==> config.mk <==
export PLATFORM = sky130hd
export DESIGN_NAME = cird_ctrl
export DESIGN_NICKNAME = d
export VERILOG_FILES = /design/src/sv/cird_pkg.sv /design/src/sv/cird_ctrl.sv
export SDC_FILE = /design/constraint.sdc
export NUM_CORES = 1
export LEC_CHECK = 0
export ABC_AREA = 1
export BUFFER_PORTS_ARGS = -buffer_cell sky130_fd_sc_hd__buf_2
export CAP_MARGIN = 20
export CORE_MARGIN = 5
export CORE_UTILIZATION = 59
export CTS_CLUSTER_SIZE = 28
export DETAILED_ROUTE_END_ITERATION = 8
export PLACE_DENSITY = 0.86
export REMOVE_ABC_BUFFERS = 1
export SLEW_MARGIN = 20
export SYNTH_ARGS = -nofsm -noshare
export SYNTH_HDL_FRONTEND = slang
export SYNTH_SLANG_ARGS = --single-unit
==> constraint.sdc <==
create_clock -name clk -period 4.7 [get_ports clk]
set_input_delay 0.47 -clock clk [delete_from_list [all_inputs] [get_ports clk]]
set_output_delay 0.47 -clock clk [all_outputs]
set_load 0.005 [all_outputs]
==> src/sv/cird_pkg.sv <==
`timescale 1ns / 1ps

package cird_pkg;

  // Sizing of the stores
  localparam int MAX_VERTICES = 32;
  localparam int MAX_CAPACITY = 128;
  localparam int LENGTH_WIDTH = 32;
  localparam int LOADS        = MAX_CAPACITY + 1;

  // Field widths fixed by the interface
  localparam int VTX_W      = 6;
  localparam int LOAD_W     = 8;
  localparam int COST_W     = 40;
  localparam int PRED_W     = 6;
  localparam int CFG_IDX_W  = 2;
  localparam int CFG_DATA_W = 8;

  // Memory geometry
  localparam int DEM_DEPTH = MAX_VERTICES;
  localparam int DEM_AW    = $clog2(DEM_DEPTH);
  localparam int LEN_DEPTH = MAX_VERTICES * MAX_VERTICES;
  localparam int LEN_AW    = $clog2(LEN_DEPTH);
  localparam int TBL_DEPTH = MAX_VERTICES * LOADS;
  localparam int TBL_AW    = $clog2(TBL_DEPTH);

  typedef enum logic [1:0] {
    CMD_DEMAND = 2'd0,
    CMD_LENGTH = 2'd1,
    CMD_RUN    = 2'd2,
    CMD_QUERY  = 2'd3
  } cmd_code_t;

  typedef enum logic [CFG_IDX_W-1:0] {
    CFG_VERTEX_COUNT     = 2'd0,
    CFG_VEHICLE_CAPACITY = 2'd1
  } cfg_reg_t;

  typedef enum logic {
    KIND_QUERY = 1'b0,
    KIND_FILL  = 1'b1
  } result_kind_t;

  typedef enum logic [3:0] {
    ST_IDLE,
    ST_QOUT,
    ST_INIT0,
    ST_INITD,
    ST_DEM,
    ST_DEMW,
    ST_JCHK,
    ST_JACC,
    ST_WRB,
    ST_DONE
  } ctrl_state_t;

  typedef enum logic [1:0] {
    WR_NONE,
    WR_INF,
    WR_ZERO,
    WR_BEST
  } tbl_wr_t;

  typedef enum logic [1:0] {
    OUT_NONE,
    OUT_QUERY,
    OUT_FILL
  } out_sel_t;

  typedef struct packed {
    cmd_code_t                       command;
    logic [VTX_W-1:0]                vertex;
    logic [VTX_W-1:0]                other_vertex;
    logic [LOAD_W-1:0]               load_value;
    logic signed [LENGTH_WIDTH-1:0]  edge_length;
  } in_item_t;

  typedef struct packed {
    result_kind_t              result_kind;
    logic signed [COST_W-1:0]  best_cost;
    logic                      finite;
    logic [PRED_W-1:0]         predecessor;
  } out_item_t;

  typedef struct packed {
    logic                      inf;
    logic signed [COST_W-1:0]  cost;
    logic [PRED_W-1:0]         pred;
  } tbl_word_t;

  localparam int TBL_W = $bits(tbl_word_t);

  // Controller to datapath commands
  typedef struct packed {
    logic               take;
    tbl_wr_t            tbl_wr;
    logic               rd_dem;
    logic               rd_src;
    logic               best_init;
    logic               best_acc;
    out_sel_t           out_sel;
    logic [VTX_W-1:0]   vtx_i;
    logic [VTX_W-1:0]   vtx_j;
    logic [LOAD_W-1:0]  load_c;
  } dp_cmd_t;

  // Datapath to controller status
  typedef struct packed {
    logic               out_free;
    logic               dem_gt_c;
    logic [VTX_W-1:0]   n_sat;
    logic [LOAD_W-1:0]  cap_sat;
  } dp_status_t;

  // Table entry of vertex v at load c
  function automatic logic [TBL_AW-1:0] cell_addr(input logic [VTX_W-1:0] v,
                                                  input logic [LOAD_W-1:0] c);
    logic [VTX_W-1:0] vi;
    vi = v - VTX_W'(1);
    return TBL_AW'(vi) * TBL_AW'(LOADS) + TBL_AW'(c);
  endfunction

  // Length entry of ordered pair (v, o)
  function automatic logic [LEN_AW-1:0] len_addr(input logic [VTX_W-1:0] v,
                                                 input logic [VTX_W-1:0] o);
    logic [VTX_W-1:0] vi;
    logic [VTX_W-1:0] oi;
    vi = v - VTX_W'(1);
    oi = o - VTX_W'(1);
    return LEN_AW'(vi) * LEN_AW'(MAX_VERTICES) + LEN_AW'(oi);
  endfunction

  function automatic logic [DEM_AW-1:0] dem_addr(input logic [VTX_W-1:0] v);
    logic [VTX_W-1:0] vi;
    vi = v - VTX_W'(1);
    return DEM_AW'(vi);
  endfunction

  function automatic logic vtx_ok(input logic [VTX_W-1:0] v);
    return (v != '0) && (int'(v) <= MAX_VERTICES);
  endfunction

endpackage

==> src/sv/cird_ctrl.sv <==
`timescale 1ns / 1ps

module cird_ctrl (
  input  logic                  clk,
  input  logic                  rst_n,
  input  logic                  in_valid,
  output logic                  in_ready,
  input  cird_pkg::cmd_code_t   in_command,
  output cird_pkg::dp_cmd_t     cmd,
  input  cird_pkg::dp_status_t  status
);

  cird_pkg::ctrl_state_t state_r, state_nxt;

  logic [cird_pkg::VTX_W-1:0]  i_r, i_nxt;
  logic [cird_pkg::VTX_W-1:0]  j_r, j_nxt;
  logic [cird_pkg::LOAD_W-1:0] c_r, c_nxt;

  cird_pkg::ctrl_state_t       adv_state;
  logic [cird_pkg::VTX_W-1:0]  adv_i;
  logic [cird_pkg::LOAD_W-1:0] adv_c;

  always_ff @(posedge clk) begin
    if (!rst_n) begin
      state_r <= cird_pkg::ST_IDLE;
      i_r     <= '0;
      j_r     <= '0;
      c_r     <= '0;
    end else begin
      state_r <= state_nxt;
      i_r     <= i_nxt;
      j_r     <= j_nxt;
      c_r     <= c_nxt;
    end
  end

  // Step to the next table row: vertex ascending, then load ascending
  always_comb begin
    adv_state = cird_pkg::ST_DEM;
    adv_i     = i_r + cird_pkg::VTX_W'(1);
    adv_c     = c_r;
    if (i_r >= status.n_sat) begin
      adv_i = cird_pkg::VTX_W'(2);
      if (c_r >= status.cap_sat) begin
        adv_state = cird_pkg::ST_DONE;
      end else begin
        adv_c = c_r + cird_pkg::LOAD_W'(1);
      end
    end
  end

  // Next state and commands
  always_comb begin
    state_nxt     = state_r;
    i_nxt         = i_r;
    j_nxt         = j_r;
    c_nxt         = c_r;
    in_ready      = 1'b0;
    cmd.take      = 1'b0;
    cmd.tbl_wr    = cird_pkg::WR_NONE;
    cmd.rd_dem    = 1'b0;
    cmd.rd_src    = 1'b0;
    cmd.best_init = 1'b0;
    cmd.best_acc  = 1'b0;
    cmd.out_sel   = cird_pkg::OUT_NONE;
    cmd.vtx_i     = i_r;
    cmd.vtx_j     = j_r;
    cmd.load_c    = c_r;
    case (state_r)
      cird_pkg::ST_IDLE: begin
        in_ready = 1'b1;
        if (in_valid) begin
          cmd.take = 1'b1;
          case (in_command)
            cird_pkg::CMD_RUN: begin
              state_nxt = cird_pkg::ST_INIT0;
              i_nxt     = cird_pkg::VTX_W'(1);
              c_nxt     = '0;
            end
            cird_pkg::CMD_QUERY: begin
              state_nxt = cird_pkg::ST_QOUT;
            end
            default: begin
              state_nxt = cird_pkg::ST_IDLE;
            end
          endcase
        end
      end
      cird_pkg::ST_QOUT: begin
        if (status.out_free) begin
          cmd.out_sel = cird_pkg::OUT_QUERY;
          state_nxt   = cird_pkg::ST_IDLE;
        end
      end
      cird_pkg::ST_INIT0: begin
        // Mark load zero infinite for every vertex in use
        cmd.tbl_wr = cird_pkg::WR_INF;
        if (i_r >= status.n_sat) begin
          i_nxt     = cird_pkg::VTX_W'(1);
          c_nxt     = '0;
          state_nxt = cird_pkg::ST_INITD;
        end else begin
          i_nxt = i_r + cird_pkg::VTX_W'(1);
        end
      end
      cird_pkg::ST_INITD: begin
        // Depot row costs zero at every load
        cmd.tbl_wr = cird_pkg::WR_ZERO;
        if (c_r >= status.cap_sat) begin
          if ((status.cap_sat == '0) || (status.n_sat < cird_pkg::VTX_W'(2))) begin
            state_nxt = cird_pkg::ST_DONE;
          end else begin
            c_nxt     = cird_pkg::LOAD_W'(1);
            i_nxt     = cird_pkg::VTX_W'(2);
            state_nxt = cird_pkg::ST_DEM;
          end
        end else begin
          c_nxt = c_r + cird_pkg::LOAD_W'(1);
        end
      end
      cird_pkg::ST_DEM: begin
        cmd.rd_dem = 1'b1;
        state_nxt  = cird_pkg::ST_DEMW;
      end
      cird_pkg::ST_DEMW: begin
        if (status.dem_gt_c) begin
          cmd.tbl_wr = cird_pkg::WR_INF;
          state_nxt  = adv_state;
          i_nxt      = adv_i;
          c_nxt      = adv_c;
        end else begin
          cmd.best_init = 1'b1;
          j_nxt         = status.n_sat;
          state_nxt     = cird_pkg::ST_JCHK;
        end
      end
      cird_pkg::ST_JCHK: begin
        if (j_r == i_r) begin
          if (j_r <= cird_pkg::VTX_W'(1)) begin
            state_nxt = cird_pkg::ST_WRB;
          end else begin
            j_nxt = j_r - cird_pkg::VTX_W'(1);
          end
        end else begin
          cmd.rd_src = 1'b1;
          state_nxt  = cird_pkg::ST_JACC;
        end
      end
      cird_pkg::ST_JACC: begin
        cmd.best_acc = 1'b1;
        if (j_r <= cird_pkg::VTX_W'(1)) begin
          state_nxt = cird_pkg::ST_WRB;
        end else begin
          j_nxt     = j_r - cird_pkg::VTX_W'(1);
          state_nxt = cird_pkg::ST_JCHK;
        end
      end
      cird_pkg::ST_WRB: begin
        cmd.tbl_wr = cird_pkg::WR_BEST;
        state_nxt  = adv_state;
        i_nxt      = adv_i;
        c_nxt      = adv_c;
      end
      cird_pkg::ST_DONE: begin
        if (status.out_free) begin
          cmd.out_sel = cird_pkg::OUT_FILL;
          state_nxt   = cird_pkg::ST_IDLE;
        end
      end
      default: begin
        state_nxt = cird_pkg::ST_IDLE;
      end
    endcase
  end

  // Candidate index stays within the vertices in use
  assert property (@(posedge clk) disable iff (!rst_n)
    ((state_r == cird_pkg::ST_JCHK) || (state_r == cird_pkg::ST_JACC)) |->
      ((j_r >= cird_pkg::VTX_W'(1)) && (j_r <= status.n_sat)))
    else $error("candidate vertex out of range");

  // Row and load counters stay inside the filled region
  assert property (@(posedge clk) disable iff (!rst_n)
    ((state_r == cird_pkg::ST_DEM) || (state_r == cird_pkg::ST_DEMW) ||
     (state_r == cird_pkg::ST_WRB)) |->
      ((i_r >= cird_pkg::VTX_W'(2)) && (i_r <= status.n_sat) &&
       (c_r >= cird_pkg::LOAD_W'(1)) && (c_r <= status.cap_sat)))
    else $error("row counters out of range");

  // An entry never takes itself as a candidate
  assert property (@(posedge clk) disable iff (!rst_n)
    cmd.rd_src |-> (j_r != i_r))
    else $error("self candidate read");

endmodule

==> impl_metrics.json, run 1 <==
{
  "areaGrowthSynthToFinish_pct": 15.2,
  "fillers": 357,
  "synth_commonest_cells": "nand2_1 (118), inv_1 (63), nor2_1 (50)",
  "cts-htree-levels": 1,
  "fin_worst_skew_ns": 0.00475,
  "vias": 2652,
  "drc": 0,
  "synth_edf_count": 0,
  "fin_crit_ns": 2.18,
  "dieArea_mm2": 0.00531,
  "synth_top_family_by_area": "simple AND/OR/NAND/NOR gates",
  "fin_setup_tns_ns": 0,
  "hold_buffers": 0,
  "synth-seq-cells": 24,
  "antenna_found_initial": 0,
  "yosysSeqAreaShare_pct": 20.6,
  "instances_no_fill": 498,
  "start_util_pct": 62.3,
  "cts_resized": 0,
  "synth_top_cell_area_share_pct": 20.6,
  "ant_nets": 0,
  "hold_violations": 0,
  "synth-simple-area-share_pct": 41.3,
  "ys_dominant_reg_cell": "dfxtp_1",
  "timing.critical_path.cells": "inv_1 > ha_1 > inv_1 > nand2_1 > nand2_1 > nand2_1 > nand2_1 > nand2_1 > nor2_2 > nor2_2 > nand2_1 > nor2_2 > nand2_1 > nand2_1 > nor2_1",
  "synth-async-reset-ratio_pct": 0,
  "regArea_um2": 480,
  "grt_pass1_vias": 2351,
  "finalMaxSlewViolations": 0,
  "coreArea_mm2": 0.00374,
  "slowest_delay_ns": 0.46,
  "setup_viol": 0,
  "synth_xor_area_share_pct": 3.00,
  "min_from": "c_r[6]$_SDFFE_PN0P_",
  "drive_gt1_share_pct": 18.2,
  "cp_slowest_cell": "dfxtp_1",
  "path_clk_slew_ns": 0.09,
  "tightest_slew_ns": 0.375,
  "hpwl_um": 4970,
  "multi_input_area_mm2": 0.00156,
  "placed_cell_area_mm2": 0.00262,
  "ir_drop_mv": 0.171,
  "rrSetupSlack_ns": 2.52,
  "synth_compound_area_share_pct": 12.9,
  "period_share_pct": 46.5,
  "startpoint": "i_r[0]$_SDFFE_PN0P_",
  "clk-insertion-delay-late_ns": 0.27,
  "slew_headroom_pct": 75.0,
  "grt-busiest-layer": "met2",
  "final_area_mm2": 0.00269,
  "timing.rr.start": "i_r[0]$_SDFFE_PN0P_",
  "pin_count": 51,
  "grt_usage_pct": 24.1,
  "power_density_mw_per_mm2": 220,
  "r2r_cells": 15,
  "pre_cts_ws_ns": 2.52,
  "synth.area.top_cells": "dfxtp_1 (21%), nand2_1 (19%), inv_1 (10%)",
  "postSynthAreaPerCell_um2": 5.83,
  "setup_slack_ns": 2.52,
  "rr_endpoint": "c_r[4]$_SDFFE_PN0P_",
  "die_w_um": 72.9,
  "fin_util_pct": 71.8,
  "grtUsageMet2_pct": 40.6,
  "netlist_area_mm2": 0.00233,
  "synth.most_common_cell": "nand2_1",
  "rows": 22,
  "endpoint_kind": "register",
  "clk_path_buf_depth": 2,
  "crit_arrival_ns": 2.36,
  "port_buffers": 50,
  "clock-root-buffer": "clkbuf_8",
  "use_met1_pct": 32.4,
  "drt_iter0_markers": 187,
  "vias_per_cell": 5.33,
  "required_ns": 4.88,
  "p_total_mw": 0.590,
  "grt_max_degree": 15,
  "grt_overflow": 0,
  "n_antenna_cell": 0,
  "hold_class": "register to register",
  "path_max_fanout": 7,
  "syn_inst": 400,
  "synth_adder_area_share_pct": 9.66,
  "fmax_mhz": 458,
  "crit_end": "c_r[4]$_SDFFE_PN0P_",
  "yosysTopAreaCell": "dfxtp_1",
  "dp.cells": 494,
  "fin_hold_ws_ns": 0.530,
  "cts_buffers": 3,
  "cts_tree": "done",
  "post_cts_buffers": 0,
  "nets": 490,
  "maxCapViolCount": 0,
  "status": "complete, no violations",
  "fp.dieH_um": 72.9,
  "yosysWarnings": 0,
  "yosysUniqueCellTypes": 31,
  "worstSetupPathType": "register to register",
  "crit_path_start_kind": "register",
  "leakagePower_nw": 1.52,
  "rsz0062_at_grt": "false",
  "wl_per_cell_um": 12.4,
  "use_met3_pct": 3.99,
  "synthMuxAreaShare_pct": 0,
  "clock-sinks": 24,
  "grt_pass1_wl_um": 10300,
  "routed_wl_um": 6170,
  "first_pass_iters": 5,
  "place.gp.congestion": 0.981,
  "cpMostUsedCell": "nand2_1"
}
==> worst max-delay path, delay by kind of cell, from the launching register on <==
| family | cells | cell delay (ns) |
|---|---|---|
| flip-flops | 1 | 0.46 |
| AND/OR/NAND/NOR | 12 | 1.15 |
| buffers and inverters | 2 | 0.18 |
| adder cells (fa/ha/maj) | 1 | 0.29 |
==> how the worst min path moves through the flow <==
stage                          endpoint  slack, ns  depth (start not counted)
global route        c_r[7]$_SDFFE_PN0P_       0.57                          2
floorplan           c_r[6]$_SDFFE_PN0P_       0.49                          2
global placement    c_r[6]$_SDFFE_PN0P_       0.49                          2
detailed placement  c_r[7]$_SDFFE_PN0P_       0.51                          2
CTS                 c_r[6]$_SDFFE_PN0P_       0.53                          2
finish              c_r[6]$_SDFFE_PN0P_       0.53                          2
==> power by group <==
| part | total (mW) | switching, mW | internal (mW) |
|---|---|---|---|
| sequential | 0.227 | 0.0146 | 0.212 |
| combinational | 0.177 | 0.113 | 0.0636 |
| clock | 0.186 | 0.0724 | 0.114 |
| total | 0.590 | 0.200 | 0.390 |
==> flip-flops by register name (all words and copies together), names as in the netlist <==
register,flops
c_r,8
i_r,6
j_r,6
state_r,4
==> kinds of logic after synthesis <==
kind of cell	Yosys count
AND/OR/NAND/NOR	219
AO/OA/AOI/OAI	56
XOR/XNOR	8
buffers and inverters	75
adder cells (fa/ha/maj)	18
flip-flops	24
==> placed cells by master (no fill, tap or decap), types with 7 or more instances in the layout <==
master	Yosys	layout
buf_2	0	50
o21ai_0	19	19
nand2_1	118	118
dfxtp_1	24	24
nand3_1	19	19
nor2_2	7	7
a21oi_1	26	26
nand4_1	8	8
ha_1	18	18
inv_2	7	7
inv_1	63	63
nor2_1	50	50
==> final cells by class <==
cell class	count	share of cell area [%]
Clock buffer	3	1.54
Tap cell	48	2.23
Timing Repair Buffer	50	9.31
Sequential cell	24	17.9
Clock inverter	1	1.12
Multi-Input combinational cell	301	58.0
Inverter	71	9.92
==> per-layer routing <==
metal  routed length [µm]  share of wire, %  vias to the layer above
li1                     -                 -                     1360
met1                 2760                45                     1191
met2                 2890                47                       92
met3                  437               7.1                        9
met4                   72               1.2                        0
met5                    0                 0                        -
Power figures use the tool's default switching activity.
==> inputs of run 2 (changes only) <==
ABC_AREA = 0   (was 1)
CORE_UTILIZATION = 49   (was 59)
PLACE_DENSITY = 0.77   (was 0.86)
clock period = 1.8 ns   (was 4.7 ns; I/O delays follow)
==> run 2 against run 1 <==
Synthesized cell count shrank 30%. Clock skew shrank 0.00055 ns. Largest cell class unchanged. Count of clock-buffer cells in the layout is the same. Core utilization grew 15 points. Hold slack lost 0.31 ns. The run now ends with negative setup slack left. Die area grew 7.4%. Largest power group is now combinational cells.
==> impl_metrics.json, run 2 <==
{
  "status": "complete, but fails checks",
  "violations": "negative setup slack",
  "wl_per_cell_um": 20.9,
  "drc": 0,
  "cts_tree": "done",
  "pre_cts_ws_ns": -0.503,
  "path_max_fanout": 7,
  "slowest_delay_ns": 0.36,
  "timing.critical_path.cells": "inv_2 > ha_4 > and3_4 > o21ai_2 > a31o_2 > and3_4 > or3_4 > o31ai_4 > nor2_1",
  "timing.rr.start": "c_r[0]$_SDFFE_PN0P_",
  "synth.most_common_cell": "dfxtp_1",
  "min_from": "rst_n",
  "ir_drop_mv": 0.753,
  "grt_usage_pct": 29.0,
  "fin_crit_ns": 2.26,
  "crit_path_start_kind": "register",
  "setup_viol": 26,
  "drive_gt1_share_pct": 53.5,
  "placed_cell_area_mm2": 0.00296,
  "cpMostUsedCell": "and3_4",
  "ys_dominant_reg_cell": "dfxtp_1",
  "antenna_found_initial": 0,
  "n_antenna_cell": 0,
  "crit_buf_inv": 1,
  "r2r_cells": 9,
  "cp_slowest_cell": "dfxtp_2",
  "synth_edf_count": 0,
  "yosysUniqueCellTypes": 56,
  "coreArea_mm2": 0.00409,
  "slew_headroom_pct": 66.2,
  "yosysTopAreaCell": "dfxtp_1",
  "cpLargestDelayFamily": "simple AND/OR/NAND/NOR gates",
  "routed_wl_um": 9640,
  "clock-sinks": 24,
  "syn_inst": 280,
  "final_common_cell": "buf_4",
  "period_share_pct": 125,
  "fin_worst_skew_ns": 0.00419,
  "place.gp.congestion": 0.878,
  "final_area_mm2": 0.00355,
  "path_clk_slew_ns": 0.10,
  "grt_max_degree": 15,
  "rows": 23,
  "synth.area.top_cells": "dfxtp_1 (23%), ha_1 (11%), a21oi_1 (5.0%)",
  "multi_input_area_mm2": 0.00183,
  "pin_count": 51,
  "endpoint_kind": "register",
  "rr_endpoint": "c_r[5]$_SDFFE_PN0P_",
  "hold_class": "primary input to register",
  "top_regs": "c_r (8), i_r (6), j_r (6)",
  "regArea_um2": 508,
  "grt_overflow": 0,
  "required_ns": 1.97,
  "vias_per_cell": 6.55,
  "leakagePower_nw": 1.65,
  "hpwl_um": 5200,
  "yosysSeqAreaShare_pct": 22.8,
  "fin_hold_ws_ns": 0.217,
  "netlist_area_mm2": 0.00210,
  "grt_pass1_wl_um": 12600,
  "maxCapViolCount": 0,
  "vias": 3020,
  "rrSetupSlack_ns": -0.46,
  "drt_iter0_markers": 360,
  "fillers": 205,
  "crit_arrival_ns": 2.43,
  "p_total_mw": 3.99,
  "synth-async-reset-ratio_pct": 0,
  "nets": 451,
  "synth_commonest_cells": "dfxtp_1 (24), nor2_1 (23), a21oi_1 (21), inv_1 (21), ha_1 (18)",
  "worstSetupPathType": "register to register",
  "yosysWarnings": 0,
  "port_buffers": 50,
  "first_pass_iters": 7,
  "areaGrowthSynthToFinish_pct": 68.7,
  "cts-htree-levels": 1,
  "die_w_um": 75.5,
  "fmax_mhz": 443,
  "grt_pass1_vias": 2745,
  "cts_buffers": 3,
  "largest_reg_flops": 8,
  "rsz0062_at_grt": "true",
  "start_util_pct": 51.5,
  "clk-insertion-delay-late_ns": 0.29,
  "regMostFlops": "c_r",
  "min_to": "state_r[0]$_SDFFE_PN0P_",
  "dieArea_mm2": 0.00571,
  "fp.dieH_um": 75.5,
  "ant_nets": 0,
  "power_density_mw_per_mm2": 1120,
  "layout_common_cells": "buf_4 (78), buf_2 (49), nor2_1 (23)",
  "hold_violations": 0,
  "synth-seq-cells": 24,
  "tightest_slew_ns": 0.505,
  "clk_path_buf_depth": 2,
  "finalMaxSlewViolations": 0,
  "postSynthAreaPerCell_um2": 7.52,
  "setup_slack_ns": -0.457,
  "hold_depth": 2,
  "clock-root-buffer": "clkbuf_8",
  "synth_top_cell_area_share_pct": 22.8
}
## run 2: cell types whose count changed in the layout (fill, tap and decap cells not counted), moves of 10 or more
cell and change:
dfxtp_2 +10, a21oi_1 -17, nand2_1 -105, nand3_1 -10, buf_4 +78, o21ai_0 -13
a21oi_2 +11, inv_1 -43, nor2_1 -27, dfxtp_1 -14, buf_6 +13
## run 2: worst max path at each step
stage | startpoint | end | cells after the start
6_report | c_r[0]$_SDFFE_PN0P_ | c_r[5]$_SDFFE_PN0P_ | 9
5_1_grt | c_r[0]$_SDFFE_PN0P_ | c_r[4]$_SDFFE_PN0P_ | 9
4_1_cts | c_r[0]$_SDFFE_PN0P_ | c_r[4]$_SDFFE_PN0P_ | 9
3_5_place_dp | c_r[1]$_SDFFE_PN0P_ | c_r[4]$_SDFFE_PN0P_ | 8
3_3_place_gp | c_r[0]$_SDFFE_PN0P_ | c_r[2]$_SDFFE_PN0P_ | 9
2_1_floorplan | c_r[0]$_SDFFE_PN0P_ | c_r[1]$_SDFFE_PN0P_ | 9
## run 2: repair_timing
item | in CTS | in global routing
setup buffers | 6 | 6
gates resized for setup | 50 | 42
hold buffers | 0 | 0
gates cloned | 1 | 0
endpoints found under the setup margin | 28 | 28
pin swaps | 40 | 20
## run 2: kinds of logic (layout without fill, tap and decap cells)
family	after synthesis	in the layout	synth area share [%]
simple gates	111	111	29.5
mux	2	2	0.951
xor+xnor	12	12	4.99
fa+ha+maj	18	18	10.7
buf+inv	38	168	7.31
compound gates	75	76	23.7
flops	24	24	22.8
## run 2: power breakdown
part	switching, mW	internal, mW
sequential	0.132	0.625
clock	0.219	0.299
combinational	1.40	1.32
total	1.75	2.24
## run 2: routing by layer
layer | vias to the layer above | wire [µm] | global-route usage [%] | share of wire [%]
met5 | - | 0 | 0 | 0
met4 | 0 | 703 | 15.5 | 7.3
met3 | 101 | 790 | 3.43 | 8.2
met2 | 244 | 4770 | 51.8 | 49
met1 | 1388 | 3380 | 33.7 | 35
li1 | 1287 | - | - | -
## run 2: cell type report
cell class,count,share of cell area [%]
clock inverters,1,0.846
inverters,23,2.43
flip-flops and latches,24,14.3
multi-input cells,219,51.4
well taps,50,1.76
repair buffers,141,28.1
clock buffers,3,1.16
## run 2: metrics by stage
stage	TNS [ns]	instances	utilization [%]
CTS	-5.43	456	81.1
global route	-9.49	461	86.9
global placement	-6.49	445	72.5
detailed placement	-8.28	445	72.5
finish	-8.31	461	86.9
floorplan	-8.17	265	-
==> inputs of run 3 (changes only) <==
CORE_MARGIN = unset   (was 5)
==> run 3 against run 2 <==
The flow still finishes with violations (negative setup slack). Worst setup slack worse by 0.11 ns. Hold slack better by 0.021 ns. Register-to-register slack worse by 0.11 ns. Power is 8.8% higher. Critical path type unchanged. Largest cell class unchanged. Largest power group unchanged.
==> impl_metrics.json, run 3 (same netlist as run 2, synthesis figures left out) <==
{
  "fin_worst_skew_ns": 0.00682,
  "largest_reg_flops": 8,
  "top_regs": "c_r (8), i_r (6), j_r (6)",
  "fillers": 186,
  "drt_iter0_markers": 367,
  "start_util_pct": 51.9,
  "areaGrowthSynthToFinish_pct": 72.6,
  "cts_buffers": 3,
  "antenna_found_initial": 0,
  "clk-insertion-delay-late_ns": 0.29,
  "layout_common_cells": "buf_4 (82), buf_2 (49), nor2_1 (21)",
  "maxCapViolCount": 0,
  "path_max_fanout": 6,
  "grt_max_degree": 15,
  "drive_gt1_share_pct": 55.0,
  "dieArea_mm2": 0.00456,
  "ir_drop_mv": 0.868,
  "fin_setup_tns_ns": -10.52,
  "status": "complete, but fails checks",
  "setup_viol": 27,
  "die_w_um": 67.5,
  "wl_per_cell_um": 22.5,
  "clock-sinks": 24,
  "vias_per_cell": 6.67,
  "vias": 3123,
  "p_total_mw": 4.34,
  "hold_violations": 0,
  "cts-htree-levels": 1,
  "coreArea_mm2": 0.00406,
  "hold_class": "primary input to register",
  "fmax_mhz": 422,
  "hpwl_um": 4950,
  "crit_arrival_ns": 2.54,
  "fin_crit_ns": 2.37,
  "endpoint_kind": "register",
  "path_clk_slew_ns": 0.10,
  "grt_pass1_wl_um": 12000,
  "drc": 0,
  "placed_cell_area_mm2": 0.00297,
  "grt_overflow": 0,
  "rows": 23,
  "port_buffers": 50,
  "cts_tree": "done",
  "required_ns": 1.97,
  "power_density_mw_per_mm2": 1190,
  "grt_usage_pct": 35.5,
  "ant_nets": 0,
  "fp.dieH_um": 67.5,
  "place.gp.congestion": 0.918,
  "finalMaxSlewViolations": 0,
  "worstSetupPathType": "register to register",
  "period_share_pct": 132,
  "slew_headroom_pct": 67.1,
  "n_antenna_cell": 0,
  "clock-root-buffer": "clkbuf_8",
  "first_pass_iters": 5,
  "final_common_cell": "buf_4",
  "final_area_mm2": 0.00363,
  "grt_pass1_vias": 2599,
  "nets": 458,
  "hold_buffers": 0,
  "tightest_slew_ns": 0.492,
  "setup_slack_ns": -0.572,
  "crit_path_start_kind": "register",
  "pin_count": 51,
  "rsz0062_at_grt": "true",
  "regMostFlops": "c_r",
  "clk_path_buf_depth": 2,
  "violations": "negative setup slack",
  "routed_wl_um": 10500,
  "leakagePower_nw": 1.70
}
==> run 3: through the flow <==
stage / util [%] / instances / worst slack, ns / hold slack, ns
global placement: 73.3 / 448 / -0.413 / 0.498
floorplan: - / 265 / -0.543 / 0.298
global route: 89.5 / 468 / -0.621 / 0.230
detailed placement: 73.3 / 448 / -0.522 / 0.519
CTS: 81.9 / 456 / -0.328 / 0.211
finish: 89.5 / 468 / -0.572 / 0.238
==> run 3: final timing paths <==
check,startpoint,endpoint,cells past startpoint,slack [ns]
max,c_r[6]$_SDFFE_PN0P_,c_r[4]$_SDFFE_PN0P_,10,-0.57
min,rst_n,state_r[0]$_SDFFE_PN0P_,2,0.24
max reg2reg,c_r[6]$_SDFFE_PN0P_,c_r[4]$_SDFFE_PN0P_,10,-0.57
min reg2reg,j_r[0]$_SDFFE_PN0P_,j_r[0]$_SDFFE_PN0P_,2,0.61
==> run 3: what timing repair did <==
action,CTS,global route
pin swaps,33,22
gates resized for setup,61,44
endpoints found under the hold margin,0,0
setup buffers,3,12
gates cloned,2,0
setup endpoints to repair,28,29
==> run 3: layer usage <==
layer  part of all wire (%)  routed length, µm  global-route usage [%]
met1                     35               3710                    42.2
met2                     47               4980                    61.1
met3                     10               1100                    5.57
met4                    6.8                717                    17.3
met5                      0                  0                       0
==> run 3: worst max-delay path, stage by stage, from the launching register on <==
cell       delay [ns]
dfxtp_1          0.34
ha_1             0.35
a21oi_1          0.21
nand2_1          0.10
a21oi_2          0.26
buf_4            0.18
a2bb2oi_2        0.07
buf_4            0.17
nor4_1           0.30
xnor2_1          0.19
nor2_1           0.07
==> run 3: layout make-up <==
cell class | count | area, µm² | area share [%]
Clock inverter | 1 | 30.0 | 0.827
Clock buffer | 3 | 41.3 | 1.14
Sequential cell | 24 | 503 | 13.8
Inverter | 23 | 86.3 | 2.38
Multi-Input combinational cell | 219 | 1860 | 51.1
Tap cell | 50 | 62.6 | 1.72
Timing Repair Buffer | 148 | 1050 | 29.0
==> run 3: power by group <==
part	internal [mW]	switching, mW
combinational	1.50	1.57
clock	0.299	0.206
sequential	0.629	0.132
